--- config.mk ---
export PLATFORM = sky130hd
export DESIGN_NAME = length_prefixed_unit_deframer_unit
export DESIGN_NICKNAME = d
export VERILOG_FILES = /design/src/design/lpud_pkg.sv /design/src/design/length_prefixed_unit_deframer_unit.sv
export SDC_FILE = /design/constraint.sdc
export NUM_CORES = 1
export LEC_CHECK = 0
export BUFFER_PORTS_ARGS = -buffer_cell sky130_fd_sc_hd__clkbuf_2
export CAP_MARGIN = 25
export CORE_UTILIZATION = 55
export DETAILED_ROUTE_END_ITERATION = 7
export PLACE_DENSITY = 0.74
export REMOVE_ABC_BUFFERS = 1
export SYNTH_ARGS = -nofsm -noshare
export SYNTH_HDL_FRONTEND = slang
export SYNTH_SLANG_ARGS = --single-unit
--- constraint.sdc ---
create_clock -name clk -period 4.3 [get_ports clk]
set_input_delay 0.86 -clock clk [delete_from_list [all_inputs] [get_ports clk]]
set_output_delay 0.86 -clock clk [all_outputs]
set_load 0.05 [all_outputs]
--- src/design/lpud_pkg.sv ---
// Package for the length-prefixed unit deframer.
// Holds the header size, the register reset value and the result item type.
// No dependencies.
package lpud_pkg;

  localparam int unsigned HdrBytes = 4;
  localparam int unsigned FillW = 3;
  localparam int unsigned CntW = 3;
  localparam logic [31:0] MaxLenReset = 32'd10000000;
  localparam logic [FillW-1:0] FillFull = FillW'(HdrBytes);
  localparam logic [FillW-1:0] FillResync = FillW'(HdrBytes - 1);
  localparam logic [CntW-1:0] CntHdr = CntW'(HdrBytes);

  // One result item waiting at the output.
  typedef struct packed {
    logic [7:0] data;
    logic trunc;
    logic fin;
    logic start;
  } res_t;

endpackage

--- src/design/length_prefixed_unit_deframer_unit.sv ---
// Top level of the length-prefixed unit deframer (32-bit big-endian header).
// Depends on lpud_pkg for the header size, register reset value and result type.
//
//  channel  | direction | tdata            | tuser                    | tlast
//  s_*      | in        | [7:0] data_byte  | -                        | end_of_input
//  m_*      | out       | [7:0] out_byte   | [0] start [1] end [2] trunc | last
//  cfg_*    | in        | [31:0] max_length| -                        | -
//
// An input item causing at most one result is taken as the previous result leaves;
// an item that completes a header causes four results and holds the next item until
// the four-entry result buffer, draining one item a cycle while m_tready is high, sends its last entry.
// Input sits in a one-item skid register, so a byte is taken while a result waits.
// Synchronous reset clears stream state, buffers and sets max_length to 10000000.
// cfg_ready is always high; configuration must be written while the block is idle (not enforced here).
module length_prefixed_unit_deframer_unit (
  input  logic        clk,
  input  logic        rst,
  input  logic        s_tvalid,
  output logic        s_tready,
  input  logic [7:0]  s_tdata,   // [7:0] data_byte
  input  logic        s_tlast,
  output logic        m_tvalid,
  input  logic        m_tready,
  output logic [7:0]  m_tdata,   // [7:0] out_byte
  output logic [2:0]  m_tuser,   // [0] unit_start, [1] unit_end, [2] truncated
  output logic        m_tlast,
  input  logic        cfg_valid,
  output logic        cfg_ready,
  input  logic [31:0] cfg_data
);
  import lpud_pkg::*;

  logic [31:0] max_length;

  // input skid register
  logic       in_vld;
  logic [7:0] in_byte;
  logic       in_eoi;

  // stream state
  logic [31:0]      header_window;
  logic [FillW-1:0] window_fill;
  logic             in_payload;
  logic [31:0]      bytes_remaining;

  // result buffer, entry 0 is at the output
  res_t            res [HdrBytes];
  logic [CntW-1:0] res_cnt;

  logic buf_free;
  logic proc_fire;
  logic pop;

  logic [31:0]      header_window_next;
  logic [FillW-1:0] window_fill_next;
  logic             in_payload_next;
  logic [31:0]      bytes_remaining_next;
  logic [31:0]      win;
  logic [FillW-1:0] fill_inc;
  logic [31:0]      rem_dec;
  logic [CntW-1:0]  n_res;
  res_t             new_res [HdrBytes];

  assign cfg_ready = 1'b1;
  assign pop       = m_tvalid && m_tready;
  assign buf_free  = (res_cnt == '0) || ((res_cnt == CntW'(1)) && m_tready);
  assign proc_fire = in_vld && buf_free;
  assign s_tready  = !in_vld || proc_fire;

  assign m_tvalid = (res_cnt != '0);
  assign m_tdata  = res[0].data;
  assign m_tuser  = {res[0].trunc, res[0].fin, res[0].start};
  assign m_tlast  = (res_cnt == CntW'(1));

  always_comb begin
    header_window_next   = header_window;
    window_fill_next     = window_fill;
    in_payload_next      = in_payload;
    bytes_remaining_next = bytes_remaining;
    n_res                = '0;
    win                  = {header_window[23:0], in_byte};
    fill_inc             = window_fill + FillW'(1);
    rem_dec              = bytes_remaining - {31'd0, (bytes_remaining != '0)};
    for (int i = 0; i < HdrBytes; i++) begin
      new_res[i] = '{data: win[8*(HdrBytes-1-i) +: 8], trunc: 1'b0, fin: 1'b0,
                     start: 1'b0};
    end
    if (in_payload) begin
      n_res = CntW'(1);
      new_res[0].data = in_byte;
      bytes_remaining_next = rem_dec;
      if (rem_dec == '0) begin
        new_res[0].fin  = 1'b1;
        in_payload_next = 1'b0;
      end else begin
        new_res[0].fin   = in_eoi;
        new_res[0].trunc = in_eoi;
      end
    end else begin
      header_window_next = win;
      window_fill_next   = fill_inc;
      if (fill_inc == FillFull) begin
        if ((win == '0) || (win > max_length)) begin
          // drop the oldest byte and slide on
          window_fill_next = FillResync;
        end else begin
          n_res                   = CntHdr;
          new_res[0].start        = 1'b1;
          new_res[HdrBytes-1].fin   = in_eoi;
          new_res[HdrBytes-1].trunc = in_eoi;
          in_payload_next         = 1'b1;
          bytes_remaining_next    = win;
          header_window_next      = '0;
          window_fill_next        = '0;
        end
      end
    end
    if (in_eoi) begin
      header_window_next   = '0;
      window_fill_next     = '0;
      in_payload_next      = 1'b0;
      bytes_remaining_next = '0;
    end
  end

  always_ff @(posedge clk) begin
    if (rst) begin
      max_length      <= MaxLenReset;
      in_vld          <= 1'b0;
      header_window   <= '0;
      window_fill     <= '0;
      in_payload      <= 1'b0;
      bytes_remaining <= '0;
      res_cnt         <= '0;
    end else begin
      if (cfg_valid && cfg_ready) begin
        max_length <= cfg_data;
      end
      if (s_tready) begin
        in_vld <= s_tvalid;
      end
      if (proc_fire) begin
        header_window   <= header_window_next;
        window_fill     <= window_fill_next;
        in_payload      <= in_payload_next;
        bytes_remaining <= bytes_remaining_next;
        res_cnt         <= n_res;
      end else if (pop) begin
        res_cnt <= res_cnt - CntW'(1);
      end
    end
  end

  always_ff @(posedge clk) begin
    if (s_tready && s_tvalid) begin
      in_byte <= s_tdata;
      in_eoi  <= s_tlast;
    end
    if (proc_fire) begin
      for (int i = 0; i < HdrBytes; i++) begin
        res[i] <= new_res[i];
      end
    end else if (pop) begin
      // advance the burst one item
      for (int i = 0; i < HdrBytes - 1; i++) begin
        res[i] <= res[i+1];
      end
    end
  end

`ifndef SYNTHESIS
  a_cnt_range: assert property (@(posedge clk) disable iff (rst)
    res_cnt <= CntHdr)
    else $error("result count above header size");

  a_start_burst: assert property (@(posedge clk) disable iff (rst)
    (m_tvalid && m_tuser[0]) |-> (res_cnt == CntHdr))
    else $error("unit start outside a full header burst");

  a_payload_len: assert property (@(posedge clk) disable iff (rst)
    in_payload |-> (bytes_remaining != '0))
    else $error("payload phase with nothing remaining");

  a_hold_input: assert property (@(posedge clk) disable iff (rst)
    (in_vld && !buf_free) |=> (in_vld && $stable(in_byte) && $stable(in_eoi)))
    else $error("pending input lost while result buffer busy");
`endif

endmodule

==> run summary <==
initial antenna violation count: 0
die extent in y: 118 um
switching share of total power: 0.318
run status: finished, final reports clean
clock slew seen by the registers of the worst setup and hold paths: 0.06 ns
TritonCTS Buffers: 17
register area share after synthesis: 0.448
synth unique cells: 61
die width: 118 um
Synth area leader: dfxtp_1
global-route wire length before repair: 31100 um
Internal Dissipation: 2720 uW
Final Cycle Share: 0.951
Pwr Total: 3990 uW
Yosys reg bits: 143
Max clock buf depth: 2
startpoint class of the critical path: register
Core Util, Final: 0.644
arrival time at the worst endpoint: 4.25 ns
grt ovf: 0
Top FF cell, synth: dfxtp_1
Final WS setup: 0.209 ns
dpl ws: 0.108 ns
antenna viol nets, final: 0
combinational power share: 0.222
leakage: 0.00337 uW
Worst EP required: 4.46 ns
Final Wtd Congestion: 0.934
Final Skew: 0.00883 ns
largest net degree at the start of global routing: 59
nets: 945
Avg Inst Size Synth: 9.21 um2
clk_lat worst skew: 0.42 ns
GRT Util Overall: 0.289
Total Wirelength: 19300 um
max_cap viols: 0
Root Driver: clkbuf_16
Hold Slack: 0.493 ns
layout cells sized above 1: 0.164
via count: 6225
register area: 3330 um2
post-synthesis cell count: 809
Cell Rows: 42
switching pwr: 1270 uW
area of the multi-input gates: 3770 um2
min-delay worst type: reg2reg
mapped cell area: 7450 um2
final worst path period need: 4.09 ns
Synth area leaders: dfxtp_1 (26%), edfxtp_1 (19%), ha_1 (6.6%)
final setup vio count: 0
number of primary I/O pins: 61
maximum vdd drop: 606 uV
CTS sink count: 143
Async S/R FF share, synth: 0
Slew HR: 0.430
H-tree levels: 4
vias in the first global route: 5911
Synth top area share: 0.258
sequential fraction of design power: 0.443
Max FO, Critical Path: 6
Fmax: 244 MHz
drt wl/cell: 18.4 um
Filler cells: 1163
Residual DRC: 0
final hold viol count: 0
PD cells: 468 nW/um2
DP HPWL: 13400 um
setup_tns: 0 ns
first drt pass iteration count: 5
Tightest Pin Transition: 0.850 ns
CTS tree: yes
n_diodes: 0
type of the worst setup path: reg2reg
effective utilization at floorplan: 0.562
Buffers on Ports: 59
DRT iter0 DRCs: 554
RSZ-0062 raised after global routing: false
fin. max-slew vios: 0
clock power share: 0.334
core footprint: 13200 um2
Crit. End Element: register
yosys warns: 0
Die Area: 14000 um2
routed vias/inst: 5.94
area grow syn2layout: 14.4%
Post-synth EDFFs: 47
most frequent cell after synthesis: nand2_1
synth cell count leaders: nand2_1 (98), dfxtp_1 (96), a21oi_1 (75)
-- final cells by class --
| cell class | count | area share |
|---|---|---|
| Sequential cell | 143 | 0.391 |
| Inverter | 46 | 0.0203 |
| Multi-Input combinational cell | 570 | 0.442 |
| Clock inverter | 9 | 0.00822 |
| Tap cell | 176 | 0.0258 |
| Timing Repair Buffer | 82 | 0.0587 |
| Clock buffer | 22 | 0.0533 |
-- worst max-delay path, stage by stage, from the launching register on --
cell      delay, ns
dfxtp_1        0.34
or4_4          0.56
or4b_4         0.53
nor2_2         0.14
nand4_1        0.11
ha_2           0.23
ha_1           0.23
nor3b_2        0.20
nand3_1        0.15
a21boi_0       0.11
o311ai_1       0.26
nand4_1        0.15
or4_1          0.54
a32o_1         0.28
-- through the flow --
stage | cells | instance area, um2
final | 1048 | 8520
after detailed placement | 1016 | 7960
after global placement | 1015 | 7930
after CTS | 1047 | 8480
after floorplan | 759 | 7240
after global routing | 1048 | 8520
-- flip-flops by register name, indices dropped and copies added (netlist names) --
name	count
bytes_remaining	32
header_window	24
in_byte	8
in_eoi	1
in_payload	1
in_vld	1
max_length	32
res	38
res_cnt	3
window_fill	3
-- cells in the final DEF (no fill, tap or decap), types with 21 or more instances in the layout --
master	synthesis	layout
a21oi_1	75	75
buf_4	1	21
clkbuf_2	0	59
dfxtp_1	96	95
edfxtp_1	47	47
ha_1	39	38
inv_1	46	46
mux2i_1	26	26
nand2_1	98	98
nor2_1	61	59
nor4_1	23	22
o21ai_0	30	29
o2bb2ai_1	29	29
or3_1	32	32
-- power groups by stage --
stage | sequential, uW | clock, uW | combinational [uW]
floorplan | 1900 | 0 | 452
global placement | 1790 | 0 | 820
detailed placement | 1790 | 0 | 885
CTS | 1760 | 1350 | 889
global route | 1780 | 1400 | 969
finish | 1770 | 1330 | 887
-- per-layer routing --
layer  up-vias  routed length [um]  GRT usage
met3        21                1240     0.0661
met5         -                   0          0
met4         0                 325     0.0889
met1      2986                8430      0.379
met2       211                9290      0.473
li1       3007                   -          -
-- final timing paths --
path | endpoint | startpoint | slack [ns] | depth (start not counted)
max reg2reg | res[0][2] | bytes_remaining[21] | 0.21 | 13
min | max_length[4] | max_length[4] | 0.49 | 2
max | res[0][2] | bytes_remaining[21] | 0.21 | 13
min reg2reg | max_length[4] | max_length[4] | 0.49 | 2
-- repair_timing --
action | 4_1_cts | 5_1_grt
setup buffers | 0 | 0
hold buffers | 0 | 0
resized for setup | 0 | 5
endpoints found under the setup margin | 0 | 2
-- kinds of logic (layout without fill, tap and decap cells) --
kind of cell,Yosys count,after routing,synth area share
simple gates,290,290,0.199
compound gates,173,173,0.146
flops,143,143,0.448
buf+inv,96,159,0.0514
mux,43,43,0.0607
fa+ha+maj,39,39,0.0655
xor+xnor,24,24,0.0292
other cells,1,1,0.000504
(Power assumes the default switching activity.)
